==> src/design/sparse_polynomial_add_defines.svh <==
// Assertion macros shared by the sparse polynomial adder RTL.
// No dependencies; included by spa_datapath, which checks its own logic.
`ifndef SPARSE_POLYNOMIAL_ADD_DEFINES_SVH
`define SPARSE_POLYNOMIAL_ADD_DEFINES_SVH

// Same-cycle implication, checked on every rising clock edge outside reset.
`define SPA_ASSERT_NOW(name, ante, cons, msg) \
   name: assert property (@(posedge clock) disable iff (reset) (ante) |-> (cons)) \
      else $error(msg);

// Next-cycle implication.
`define SPA_ASSERT_NEXT(name, ante, cons, msg) \
   name: assert property (@(posedge clock) disable iff (reset) (ante) |=> (cons)) \
      else $error(msg);

`endif

==> src/design/spa_pkg.sv <==
// Shared widths, saturation limits and controller/datapath command and status types.
// No dependencies.
`timescale 1ns / 1ps

package spa_pkg;

   localparam int EXP_W  = 16;
   localparam int COEF_W = 32;

   localparam logic [COEF_W-1:0] COEF_MAX = {1'b0, {(COEF_W-1){1'b1}}};
   localparam logic [COEF_W-1:0] COEF_MIN = {1'b1, {(COEF_W-1){1'b0}}};

   // Controller to datapath
   typedef struct packed {
      logic load;      // request transfer: store the term
      logic compare;   // one merge step on the fetched heads
      logic finish;    // both lists exhausted: build the final result
      logic clear;     // final result taken: empty both stores
   } cmd_type;

   // Datapath to controller
   typedef struct packed {
      logic start_merge;  // request payload closes list B
      logic more;         // at least one list still has terms
      logic emit;         // this step pushes a result out
   } sts_type;

endpackage

==> src/design/spa_channels.sv <==
// Request and response channel interfaces of the sparse polynomial adder.
// Depends on spa_pkg for field widths.
`timescale 1ns / 1ps

interface spa_req_if
   import spa_pkg::*;
   ();
   logic              valid;
   logic              ready;
   logic              list_select;
   logic              term_valid;
   logic [EXP_W-1:0]  exponent;
   logic [COEF_W-1:0] coefficient;
   logic              last_term;

   modport source (output valid, list_select, term_valid, exponent, coefficient,
                   last_term, input ready);
   modport sink   (input valid, list_select, term_valid, exponent, coefficient,
                   last_term, output ready);
endinterface

interface spa_rsp_if
   import spa_pkg::*;
   ();
   logic              valid;
   logic              ready;
   logic [EXP_W-1:0]  out_exponent;
   logic [COEF_W-1:0] out_coefficient;
   logic              out_last;
   logic              sum_empty;
   logic              overflow;

   modport source (output valid, out_exponent, out_coefficient, out_last, sum_empty,
                   overflow, input ready);
   modport sink   (input valid, out_exponent, out_coefficient, out_last, sum_empty,
                   overflow, output ready);
endinterface

==> src/design/spa_datapath.sv <==
// Term stores, merge pointers, saturating adder and result registers.
// Depends on spa_pkg and sparse_polynomial_add_defines.svh; driven by spa_ctrl.
`timescale 1ns / 1ps
`include "sparse_polynomial_add_defines.svh"

module spa_datapath
   import spa_pkg::*;
#(
   parameter int MAX_TERMS = 16
) (
   input  logic              clock,
   input  logic              reset,
   input  cmd_type           cmd,
   output sts_type           sts,
   input  logic              list_select,
   input  logic              term_valid,
   input  logic [EXP_W-1:0]  exponent,
   input  logic [COEF_W-1:0] coefficient,
   input  logic              last_term,
   output logic [EXP_W-1:0]  out_exponent,
   output logic [COEF_W-1:0] out_coefficient,
   output logic              out_last,
   output logic              sum_empty,
   output logic              overflow
);

   localparam int IDX_W = (MAX_TERMS > 1) ? $clog2(MAX_TERMS) : 1;
   localparam int CNT_W = $clog2(MAX_TERMS + 1);
   localparam logic [CNT_W-1:0] CNT_FULL = CNT_W'(MAX_TERMS);
   localparam logic [CNT_W-1:0] CNT_ONE  = CNT_W'(1);

   logic [EXP_W-1:0]  first_exponents     [MAX_TERMS];
   logic [COEF_W-1:0] first_coefficients  [MAX_TERMS];
   logic [EXP_W-1:0]  second_exponents    [MAX_TERMS];
   logic [COEF_W-1:0] second_coefficients [MAX_TERMS];

   logic [CNT_W-1:0]  first_count_ff, first_count_in;
   logic [CNT_W-1:0]  second_count_ff, second_count_in;
   logic              dropped_ff, dropped_in;
   logic [CNT_W-1:0]  ptr_a_ff, ptr_a_in;
   logic [CNT_W-1:0]  ptr_b_ff, ptr_b_in;
   logic              pend_valid_ff, pend_valid_in;
   logic [EXP_W-1:0]  pend_exp_ff;
   logic [COEF_W-1:0] pend_coef_ff;

   logic [EXP_W-1:0]  head_exp_a_ff, head_exp_b_ff;
   logic [COEF_W-1:0] head_coef_a_ff, head_coef_b_ff;

   logic [EXP_W-1:0]  out_exp_ff;
   logic [COEF_W-1:0] out_coef_ff;
   logic              out_last_ff, out_empty_ff, out_ovf_ff;

   logic              wr_a, wr_b;
   logic              a_ok, b_ok, take_a, take_b, both, found;
   logic [COEF_W:0]   sum_wide;
   logic [COEF_W-1:0] sum_sat, new_coef;
   logic [EXP_W-1:0]  new_exp;

   // ---------------- loading ----------------
   assign wr_a = cmd.load && term_valid && !list_select && (first_count_ff < CNT_FULL);
   assign wr_b = cmd.load && term_valid &&  list_select && (second_count_ff < CNT_FULL);

   always_ff @(posedge clock) begin
      if (wr_a) begin
         first_exponents[first_count_ff[IDX_W-1:0]]    <= exponent;
         first_coefficients[first_count_ff[IDX_W-1:0]] <= coefficient;
      end
      if (wr_b) begin
         second_exponents[second_count_ff[IDX_W-1:0]]    <= exponent;
         second_coefficients[second_count_ff[IDX_W-1:0]] <= coefficient;
      end
   end

   // Registered read ports: heads of both lists, in the cycle after the pointer moves
   always_ff @(posedge clock) begin
      head_exp_a_ff  <= first_exponents[ptr_a_ff[IDX_W-1:0]];
      head_coef_a_ff <= first_coefficients[ptr_a_ff[IDX_W-1:0]];
      head_exp_b_ff  <= second_exponents[ptr_b_ff[IDX_W-1:0]];
      head_coef_b_ff <= second_coefficients[ptr_b_ff[IDX_W-1:0]];
   end

   // ---------------- merge step ----------------
   assign a_ok = ptr_a_ff < first_count_ff;
   assign b_ok = ptr_b_ff < second_count_ff;

   always_comb begin
      take_a = 1'b0;
      take_b = 1'b0;
      if (a_ok && b_ok) begin
         if (head_exp_a_ff == head_exp_b_ff) begin
            take_a = 1'b1;
            take_b = 1'b1;
         end else if (head_exp_a_ff > head_exp_b_ff) begin
            take_a = 1'b1;
         end else begin
            take_b = 1'b1;
         end
      end else if (a_ok) begin
         take_a = 1'b1;
      end else if (b_ok) begin
         take_b = 1'b1;
      end
   end

   assign both     = take_a && take_b;
   assign sum_wide = {head_coef_a_ff[COEF_W-1], head_coef_a_ff}
                   + {head_coef_b_ff[COEF_W-1], head_coef_b_ff};

   always_comb begin
      if (sum_wide[COEF_W] != sum_wide[COEF_W-1]) begin
         sum_sat = sum_wide[COEF_W] ? COEF_MIN : COEF_MAX;
      end else begin
         sum_sat = sum_wide[COEF_W-1:0];
      end
   end

   assign new_exp  = take_a ? head_exp_a_ff : head_exp_b_ff;
   assign new_coef = both ? sum_sat : (take_a ? head_coef_a_ff : head_coef_b_ff);
   // cancelled pair yields no term; saturation never lands on zero
   assign found    = !(both && (sum_sat == '0));

   assign sts.start_merge = list_select && last_term;
   assign sts.more        = a_ok || b_ok;
   // a term is held back one step so the final one can carry the last mark
   assign sts.emit        = found && pend_valid_ff;

   // ---------------- control registers ----------------
   always_comb begin
      first_count_in  = first_count_ff;
      second_count_in = second_count_ff;
      dropped_in      = dropped_ff;
      ptr_a_in        = ptr_a_ff;
      ptr_b_in        = ptr_b_ff;
      pend_valid_in   = pend_valid_ff;
      if (cmd.load && term_valid) begin
         if (!list_select) begin
            if (wr_a) begin
               first_count_in = first_count_ff + CNT_ONE;
            end else begin
               dropped_in = 1'b1;
            end
         end else begin
            if (wr_b) begin
               second_count_in = second_count_ff + CNT_ONE;
            end else begin
               dropped_in = 1'b1;
            end
         end
      end
      if (cmd.compare) begin
         if (take_a) begin
            ptr_a_in = ptr_a_ff + CNT_ONE;
         end
         if (take_b) begin
            ptr_b_in = ptr_b_ff + CNT_ONE;
         end
         if (found) begin
            pend_valid_in = 1'b1;
         end
      end
      if (cmd.clear) begin
         first_count_in  = '0;
         second_count_in = '0;
         dropped_in      = 1'b0;
         ptr_a_in        = '0;
         ptr_b_in        = '0;
         pend_valid_in   = 1'b0;
      end
   end

   always_ff @(posedge clock) begin
      if (reset) begin
         first_count_ff  <= '0;
         second_count_ff <= '0;
         dropped_ff      <= 1'b0;
         ptr_a_ff        <= '0;
         ptr_b_ff        <= '0;
         pend_valid_ff   <= 1'b0;
      end else begin
         first_count_ff  <= first_count_in;
         second_count_ff <= second_count_in;
         dropped_ff      <= dropped_in;
         ptr_a_ff        <= ptr_a_in;
         ptr_b_ff        <= ptr_b_in;
         pend_valid_ff   <= pend_valid_in;
      end
   end

   // ---------------- payload registers ----------------
   always_ff @(posedge clock) begin
      if (cmd.compare && found) begin
         pend_exp_ff  <= new_exp;
         pend_coef_ff <= new_coef;
      end
      if (cmd.compare && sts.emit) begin
         out_exp_ff   <= pend_exp_ff;
         out_coef_ff  <= pend_coef_ff;
         out_last_ff  <= 1'b0;
         out_empty_ff <= 1'b0;
         out_ovf_ff   <= dropped_ff;
      end else if (cmd.finish) begin
         out_exp_ff   <= pend_valid_ff ? pend_exp_ff : '0;
         out_coef_ff  <= pend_valid_ff ? pend_coef_ff : '0;
         out_last_ff  <= 1'b1;
         out_empty_ff <= !pend_valid_ff;
         out_ovf_ff   <= dropped_ff;
      end
   end

   assign out_exponent    = out_exp_ff;
   assign out_coefficient = out_coef_ff;
   assign out_last        = out_last_ff;
   assign sum_empty       = out_empty_ff;
   assign overflow        = out_ovf_ff;

   `SPA_ASSERT_NOW(a_ptr_in_range, 1'b1, (ptr_a_ff <= first_count_ff) && (ptr_b_ff <= second_count_ff), "merge pointer passed its count")
   `SPA_ASSERT_NOW(a_count_in_range, 1'b1, (first_count_ff <= CNT_FULL) && (second_count_ff <= CNT_FULL), "store count beyond capacity")
   `SPA_ASSERT_NEXT(a_finish_marks_last, cmd.finish, out_last_ff && (out_empty_ff == !pend_valid_ff), "final result not marked")

endmodule

==> src/design/spa_ctrl.sv <==
// Controller state machine: load phase, merge step sequencing, result handshake.
// Depends on spa_pkg; commands spa_datapath.
`timescale 1ns / 1ps

module spa_ctrl
   import spa_pkg::*;
(
   input  logic    clock,
   input  logic    reset,
   input  logic    req_valid,
   output logic    req_ready,
   output logic    rsp_valid,
   input  logic    rsp_ready,
   input  sts_type sts,
   output cmd_type cmd
);

   typedef enum logic [4:0] {
      ST_IDLE      = 5'b00001,
      ST_READ      = 5'b00010,
      ST_COMPARE   = 5'b00100,
      ST_EMIT      = 5'b01000,
      ST_EMIT_LAST = 5'b10000
   } state_type;

   state_type state_ff, state_in;

   always_comb begin
      state_in  = state_ff;
      cmd       = '0;
      req_ready = 1'b0;
      rsp_valid = 1'b0;
      case (state_ff)
         ST_IDLE: begin
            req_ready = 1'b1;
            if (req_valid) begin
               cmd.load = 1'b1;
               if (sts.start_merge) begin
                  state_in = ST_READ;
               end
            end
         end
         // heads are fetched from the stores
         ST_READ: begin
            state_in = ST_COMPARE;
         end
         ST_COMPARE: begin
            if (!sts.more) begin
               cmd.finish = 1'b1;
               state_in   = ST_EMIT_LAST;
            end else begin
               cmd.compare = 1'b1;
               state_in    = sts.emit ? ST_EMIT : ST_READ;
            end
         end
         ST_EMIT: begin
            rsp_valid = 1'b1;
            if (rsp_ready) begin
               state_in = ST_READ;
            end
         end
         ST_EMIT_LAST: begin
            rsp_valid = 1'b1;
            if (rsp_ready) begin
               cmd.clear = 1'b1;
               state_in  = ST_IDLE;
            end
         end
         default: begin
            state_in = ST_IDLE;
         end
      endcase
   end

   always_ff @(posedge clock) begin
      if (reset) begin
         state_ff <= ST_IDLE;
      end else begin
         state_ff <= state_in;
      end
   end

endmodule

==> src/design/sparse_polynomial_add.sv <==
// Sparse polynomial adder: loads list A then list B (one term per cycle,
// descending exponents), and the item that closes list B starts the merge.
// Each store holds MAX_TERMS terms; extra terms are dropped and flagged as
// overflow on every result of the following merge. While merging the block
// takes no request. Each merge step passes through ST_READ and ST_COMPARE
// (the stores have a registered read port, so the heads arrive in the cycle
// after the pointers move), and each result adds its response transfer. A
// step consumes one term, or two on matching exponents, and out_last marks
// the final result. Coefficients are signed Q16.16, sums saturate, and a
// pair summing to zero is dropped; an empty sum gives one result with
// sum_empty set.
// Depends on spa_pkg, spa_channels, spa_ctrl and spa_datapath.
`timescale 1ns / 1ps

module sparse_polynomial_add
   import spa_pkg::*;
#(
   parameter int MAX_TERMS = 16
) (
   input  logic   clock,
   input  logic   reset,
   spa_req_if.sink   req_port,
   spa_rsp_if.source rsp_port
);

   cmd_type cmd;
   sts_type sts;

   spa_ctrl u_ctrl (
      .clock     (clock),
      .reset     (reset),
      .req_valid (req_port.valid),
      .req_ready (req_port.ready),
      .rsp_valid (rsp_port.valid),
      .rsp_ready (rsp_port.ready),
      .sts       (sts),
      .cmd       (cmd)
   );

   spa_datapath #(
      .MAX_TERMS (MAX_TERMS)
   ) u_datapath (
      .clock           (clock),
      .reset           (reset),
      .cmd             (cmd),
      .sts             (sts),
      .list_select     (req_port.list_select),
      .term_valid      (req_port.term_valid),
      .exponent        (req_port.exponent),
      .coefficient     (req_port.coefficient),
      .last_term       (req_port.last_term),
      .out_exponent    (rsp_port.out_exponent),
      .out_coefficient (rsp_port.out_coefficient),
      .out_last        (rsp_port.out_last),
      .sum_empty       (rsp_port.sum_empty),
      .overflow        (rsp_port.overflow)
   );

endmodule

==> src/flat_wrapper.sv <==
// flat-port wrapper written by rule: the top's interface ports become plain ports
module sparse_polynomial_add_flat import spa_pkg::*;
#(
   parameter int MAX_TERMS = 16
)
  (clock, reset, req_port_valid, req_port_list_select, req_port_term_valid, req_port_exponent, req_port_coefficient, req_port_last_term, req_port_ready, rsp_port_valid, rsp_port_out_exponent, rsp_port_out_coefficient, rsp_port_out_last, rsp_port_sum_empty, rsp_port_overflow, rsp_port_ready);
  spa_req_if req_port_i ();
  spa_rsp_if rsp_port_i ();
  input  logic clock;
  input  logic reset;
  input wire logic [$bits(req_port_i.valid)-1:0] req_port_valid;
  input wire logic [$bits(req_port_i.list_select)-1:0] req_port_list_select;
  input wire logic [$bits(req_port_i.term_valid)-1:0] req_port_term_valid;
  input wire logic [$bits(req_port_i.exponent)-1:0] req_port_exponent;
  input wire logic [$bits(req_port_i.coefficient)-1:0] req_port_coefficient;
  input wire logic [$bits(req_port_i.last_term)-1:0] req_port_last_term;
  output wire logic [$bits(req_port_i.ready)-1:0] req_port_ready;
  output wire logic [$bits(rsp_port_i.valid)-1:0] rsp_port_valid;
  output wire logic [$bits(rsp_port_i.out_exponent)-1:0] rsp_port_out_exponent;
  output wire logic [$bits(rsp_port_i.out_coefficient)-1:0] rsp_port_out_coefficient;
  output wire logic [$bits(rsp_port_i.out_last)-1:0] rsp_port_out_last;
  output wire logic [$bits(rsp_port_i.sum_empty)-1:0] rsp_port_sum_empty;
  output wire logic [$bits(rsp_port_i.overflow)-1:0] rsp_port_overflow;
  input wire logic [$bits(rsp_port_i.ready)-1:0] rsp_port_ready;
  assign req_port_i.valid = req_port_valid;
  assign req_port_i.list_select = req_port_list_select;
  assign req_port_i.term_valid = req_port_term_valid;
  assign req_port_i.exponent = req_port_exponent;
  assign req_port_i.coefficient = req_port_coefficient;
  assign req_port_i.last_term = req_port_last_term;
  assign req_port_ready = req_port_i.ready;
  assign rsp_port_valid = rsp_port_i.valid;
  assign rsp_port_out_exponent = rsp_port_i.out_exponent;
  assign rsp_port_out_coefficient = rsp_port_i.out_coefficient;
  assign rsp_port_out_last = rsp_port_i.out_last;
  assign rsp_port_sum_empty = rsp_port_i.sum_empty;
  assign rsp_port_overflow = rsp_port_i.overflow;
  assign rsp_port_i.ready = rsp_port_ready;
  sparse_polynomial_add #(.MAX_TERMS(MAX_TERMS)) u_core (.clock(clock), .reset(reset), .req_port(req_port_i), .rsp_port(rsp_port_i));
endmodule
==> config.mk <==
export PLATFORM = sky130hd
export DESIGN_NAME = sparse_polynomial_add_flat
export DESIGN_NICKNAME = d
export VERILOG_FILES = /design/src/design/spa_pkg.sv /design/src/design/spa_channels.sv /design/src/design/spa_datapath.sv /design/src/design/spa_ctrl.sv /design/src/design/sparse_polynomial_add.sv /design/src/flat_wrapper.sv
export VERILOG_INCLUDE_DIRS = /design/src /design/src/design
export SDC_FILE = /design/constraint.sdc
export NUM_CORES = 2
export LEC_CHECK = 0
export BUFFER_PORTS_ARGS = -buffer_cell sky130_fd_sc_hd__buf_2
export CAP_MARGIN = 20
export CORE_MARGIN = 4
export CORE_UTILIZATION = 35
export CTS_CLUSTER_DIAMETER = 100
export CTS_CLUSTER_SIZE = 25
export DETAILED_ROUTE_END_ITERATION = 6
export PLACE_DENSITY = 0.55
export SYNTH_ARGS = -nofsm -noshare
export SYNTH_HDL_FRONTEND = slang
export SYNTH_SLANG_ARGS = --single-unit
==> constraint.sdc <==
create_clock -name clock -period 8.37 [get_ports clock]
set_input_delay 1.674 -clock clock [delete_from_list [all_inputs] [get_ports clock]]
set_output_delay 1.674 -clock clock [all_outputs]
set_load 0.1 [all_outputs]
==> summary by stage <==
Outcome
The run finished with clean final reports.

Pwr
The leakage component of the power is 22.1 nW. The design internal power is 0.0119 W. The share of total power dissipated in the clock network is 30.2%. For this design the ratio of total power to cell area is 205 nW/um2. The switching component of the power is 0.00339 W. The fraction of power consumed by sequential logic is 63.7%.

The worst supply voltage drop on vdd is 0.201 mV. The combinational fraction of design power is 6.1%. The fraction of power spent switching nets is 22.2%.

Drt
The number of remaining DRC errors is 0. The sum of routed wire length over all layers is 169 mm. The count of vias placed by the detailed router is 31524.

The post-detailed-route count of antenna-violating nets is 0. Dividing the detail-routed via count by the number of cells gives 5.38. Dividing the detail-routed wire length by the instance count gives 28.9 um. In this run, the number of DRC markers left after iteration 0 of detailed routing was 3141. The number of search-and-repair iterations in the first detailed-routing pass is 5.

Clock tree
Clock-pin slew was measured on the worst setup and hold paths at 0.10 ns. TritonCTS built the clock tree. CTS placed an instance of sky130_fd_sc_hd__clkbuf_16 at the clock tree root. The post-CTS repair timing setup buffer count is 0. The count of H-tree levels built during CTS is 3. After clock tree synthesis, the repair step resized 0 gates. In this run the deepest clock path goes through 3 buffers. The number of buffers inserted for hold repair after clock tree synthesis is 0. Counting every sink on the clock net gives 1758. For the worst-skew pair, the clock arrives at the later sink with an insertion delay of 0.74 ns.

Counting the buffers created by CTS gives 81.

STA
The worst pin sits at a relative slew slack of 22.1%. At the pin with the least slew margin, the transition time is 1.16 ns. The final critical path takes up 63.6% of the cycle. The final max-slew violation count is 0. For the final database, setup skew stands at 0.0370 ns. The clock period minus worst slack is 5.32 ns. Setup repair after global routing left no endpoint under its margin. The final hold slack is 0.486 ns.

The total count of hold-check failures in the final report was 0. Setup violations remaining at the end of the flow were counted as 0. The highest attainable clock frequency is 188 MHz. The post-route setup TNS is 0 ns.

Floorplan
For this design the top-level I/O count stands at 108. The initial core utilization is 35.2%. The area enclosed by the die boundary is 201000 um2. The core box area is 193000 um2. The cell row count is 161. In this run the horizontal extent of the chip is 449 um.

The floorplan die height is 449 um.

Critical path
The largest individual stage delay along the critical path comes from the cell sky130_fd_sc_hd__mux2i_2. The endpoint type of the worst setup path is a flip-flop. The required time at the endpoint of the critical path is 8.74 ns. The type of element launching the critical path is a flip-flop. The kind of cell adding the most delay to the critical path is compound AO/OA/AOI/OAI gates. Data arrives at the worst endpoint at 5.69 ns. The total buffers and inverters traversed by the critical path is 1. Traced cell by cell, the critical path runs through ha_1, a21oi_1, o21ai_2, or4_1, o32a_1, a31oi_2, mux2i_2, a211oi_2, o2111a_1, nor2_4, buf_4.

The critical path class is flip-flop to flip-flop. For this run, the slowest stage of the critical path takes 0.92 ns. The maximum fanout encountered on the critical timing path is 37.

Synth
The distinct cell type count after synthesis is 81. The fraction of registers with async set or reset after synthesis is 0%. The warning count from the yosys run is 0. The number of instances in the synthesized netlist is 3156.

The share of the yosys chip area belonging to registers is 75.8%. The net count after synthesis is 3278. Yosys mapped a number of flops with a built-in enable equal to 1633. After synthesis the netlist holds a flip-flop and latch count of 1758. The mapped cell area is 68000 um2.

For this run, the leading register cell type out of synthesis is sky130_fd_sc_hd__edfxtp_1. The post-synthesis average cell area is 21.6 um2.

Job
The max capacitance violation total is 0.

Global route
In the global route stage, overall resource usage came out at 16.5%. The first-pass GRT wire length is 242 mm. Entering global routing, the biggest net connects 89 pins.

The number of antenna violations at the first check in global routing is 13. The via count of the first global-routing pass is 32037. The remaining global-route overflow is 0.

Layout
The layout-stage area growth over the synthesis result is 9.37%. Of the cells placed in the final design, the portion with a size suffix greater than 1 is 24.8%. The post-layout net count is 3383.

Hold path
The type of the tightest min-delay check is flip-flop to flip-flop.

Placed design
The detailed placer's ending HPWL is 102 mm. The final weighted congestion in routability-driven placement is 0.849. During placement, the flow inserted port buffers numbering 107.
==> cell families after synthesis <==
family                   Yosys count  share of synthesized area, %
AO/OA/AOI/OAI                    253                          2.56
XOR/XNOR                          31                         0.399
adder cells (fa/ha/maj)           70                          1.29
buffers and inverters            192                          1.11
flip-flops                      1758                          75.8
multiplexers                     514                          16.4
AND/OR/NAND/NOR                  338                          2.46
==> worst min-delay path, delay by kind of cell (launching register included) <==
kind / cells / cell delay, ns
AND/OR/NAND/NOR: 1 / 0.06
multiplexers: 1 / 0.06
flip-flops: 1 / 0.33
==> per-stage QoR <==
stage                     cells  worst slack (ns)  power (W)  instance area, um2  utilization, %
final                      5862              3.05     0.0153               74400            38.5
after global routing       5858              2.81     0.0158               74400            38.5
after CTS                  5855              3.11     0.0154               74400            38.5
after detailed placement   5703              3.06     0.0109               71900            37.3
after global placement     5703              3.05     0.0109               71900            37.3
after floorplan            3156             0.606     0.0105               68000               -
==> synth_stat cells, types with 14 or more instances <==
library cell	n	share of area, %
sky130_fd_sc_hd__a211oi_1	16	0.18
sky130_fd_sc_hd__a21o_1	18	0.20
sky130_fd_sc_hd__a21oi_1	57	0.42
sky130_fd_sc_hd__and2_1	50	0.46
sky130_fd_sc_hd__buf_1	25	0.14
sky130_fd_sc_hd__clkbuf_1	111	0.61
sky130_fd_sc_hd__dfxtp_1	125	3.7
sky130_fd_sc_hd__edfxtp_1	1633	72
sky130_fd_sc_hd__ha_1	66	1.2
sky130_fd_sc_hd__inv_1	39	0.22
sky130_fd_sc_hd__mux2i_1	30	0.44
sky130_fd_sc_hd__mux4_2	480	16
sky130_fd_sc_hd__nand2_1	91	0.50
sky130_fd_sc_hd__nand3_1	14	0.10
sky130_fd_sc_hd__nand4_1	17	0.16
sky130_fd_sc_hd__nor2_1	81	0.45
sky130_fd_sc_hd__nor3_1	30	0.22
sky130_fd_sc_hd__o21a_1	16	0.18
sky130_fd_sc_hd__o21ai_0	43	0.32
sky130_fd_sc_hd__xnor2_1	19	0.24
==> flip-flops by register name, indices dropped and copies added (netlist names), 5 cells and up <==
| name | count |
|---|---|
| u_core.u_datapath.head_exp_b_ff | 16 |
| u_core.u_datapath.second_exponents | 256 |
| u_core.u_datapath.first_count_ff | 5 |
| u_core.u_datapath.out_coefficient | 32 |
| u_core.u_datapath.second_coefficients | 512 |
| u_core.u_datapath.head_coef_b_ff | 32 |
| u_core.u_datapath.first_exponents | 256 |
| u_core.u_datapath.head_exp_a_ff | 16 |
| u_core.u_ctrl.state_ff | 5 |
| u_core.u_datapath.out_exponent | 16 |
| u_core.u_datapath.first_coefficients | 512 |
| u_core.u_datapath.ptr_b_ff | 5 |
| u_core.u_datapath.second_count_ff | 5 |
| u_core.u_datapath.ptr_a_ff | 5 |
| u_core.u_datapath.pend_coef_ff | 32 |
| u_core.u_datapath.head_coef_a_ff | 32 |
| u_core.u_datapath.pend_exp_ff | 16 |
==> per-layer routing <==
layer,global-route usage (%),up-vias,part of all wire [%],wire length [um]
met1,22.9,17186,43,73400
met2,27.7,789,50,84300
met5,0,-,0.027,46
met4,4.16,8,2.6,4430
li1,-,13351,-,-
met3,2.19,190,4.1,6940
==> power by group through the flow <==
stage / Sequential [W] / Combinational, W / Clock, W
floorplan: 0.00995 / 0.000508 / 0
global route: 0.00974 / 0.00100 / 0.00508
detailed placement: 0.00993 / 0.000931 / 0
global placement: 0.00993 / 0.000929 / 0
finish: 0.00973 / 0.000929 / 0.00462
CTS: 0.00973 / 0.000934 / 0.00478
==> worst paths after layout <==
path	from	cells after the start	slack, ns	end
worst max-delay path	u_core.u_datapath.head_coef_a_ff[24]	11	3.05	u_core.u_datapath.pend_exp_ff[10]
worst min-delay path	u_core.u_datapath.ptr_b_ff[4]	2	0.49	u_core.u_datapath.ptr_b_ff[4]
worst max register to register	u_core.u_datapath.head_coef_a_ff[24]	11	3.05	u_core.u_datapath.pend_exp_ff[10]
worst min register to register	u_core.u_datapath.ptr_b_ff[4]	2	0.49	u_core.u_datapath.ptr_b_ff[4]
==> placed cells by master, fill, tap and decap left out, types with 6 or more instances in the layout <==
cell type,n
sky130_fd_sc_hd__nand3_1,13
sky130_fd_sc_hd__mux2i_1,29
sky130_fd_sc_hd__dfxtp_1,117
sky130_fd_sc_hd__nand4_1,17
sky130_fd_sc_hd__o21ai_0,43
sky130_fd_sc_hd__nand2_1,91
sky130_fd_sc_hd__edfxtp_1,1633
sky130_fd_sc_hd__clkbuf_1,56
sky130_fd_sc_hd__nand2b_1,6
sky130_fd_sc_hd__ha_1,66
sky130_fd_sc_hd__o21a_1,16
sky130_fd_sc_hd__o211ai_1,11
sky130_fd_sc_hd__a211oi_1,16
sky130_fd_sc_hd__and3_1,7
sky130_fd_sc_hd__nor3_1,22
sky130_fd_sc_hd__mux4_2,480
sky130_fd_sc_hd__buf_4,64
sky130_fd_sc_hd__nor2_4,25
sky130_fd_sc_hd__clkbuf_16,82
sky130_fd_sc_hd__nor3_2,8
sky130_fd_sc_hd__a21oi_1,57
sky130_fd_sc_hd__diode_2,6
sky130_fd_sc_hd__xnor2_1,19
sky130_fd_sc_hd__a22oi_1,13
sky130_fd_sc_hd__a21boi_0,6
sky130_fd_sc_hd__nor2_1,55
sky130_fd_sc_hd__buf_2,107
sky130_fd_sc_hd__inv_1,39
sky130_fd_sc_hd__dfxtp_4,7
sky130_fd_sc_hd__and2_1,50
sky130_fd_sc_hd__nor2b_1,7
sky130_fd_sc_hd__a21o_1,18
sky130_fd_sc_hd__xor2_1,12
==> layout make-up <==
type | count | area, um2
fill | 17191 | 119000
sequential | 1758 | 51600
multi-input combinational | 1206 | 16000
tap | 2526 | 3160
clock buffer | 139 | 2280
timing repair buffer | 174 | 1080
clock inverter | 13 | 153
inverter | 40 | 153
antenna | 6 | 15.0
(Power assumes the default switching activity.)
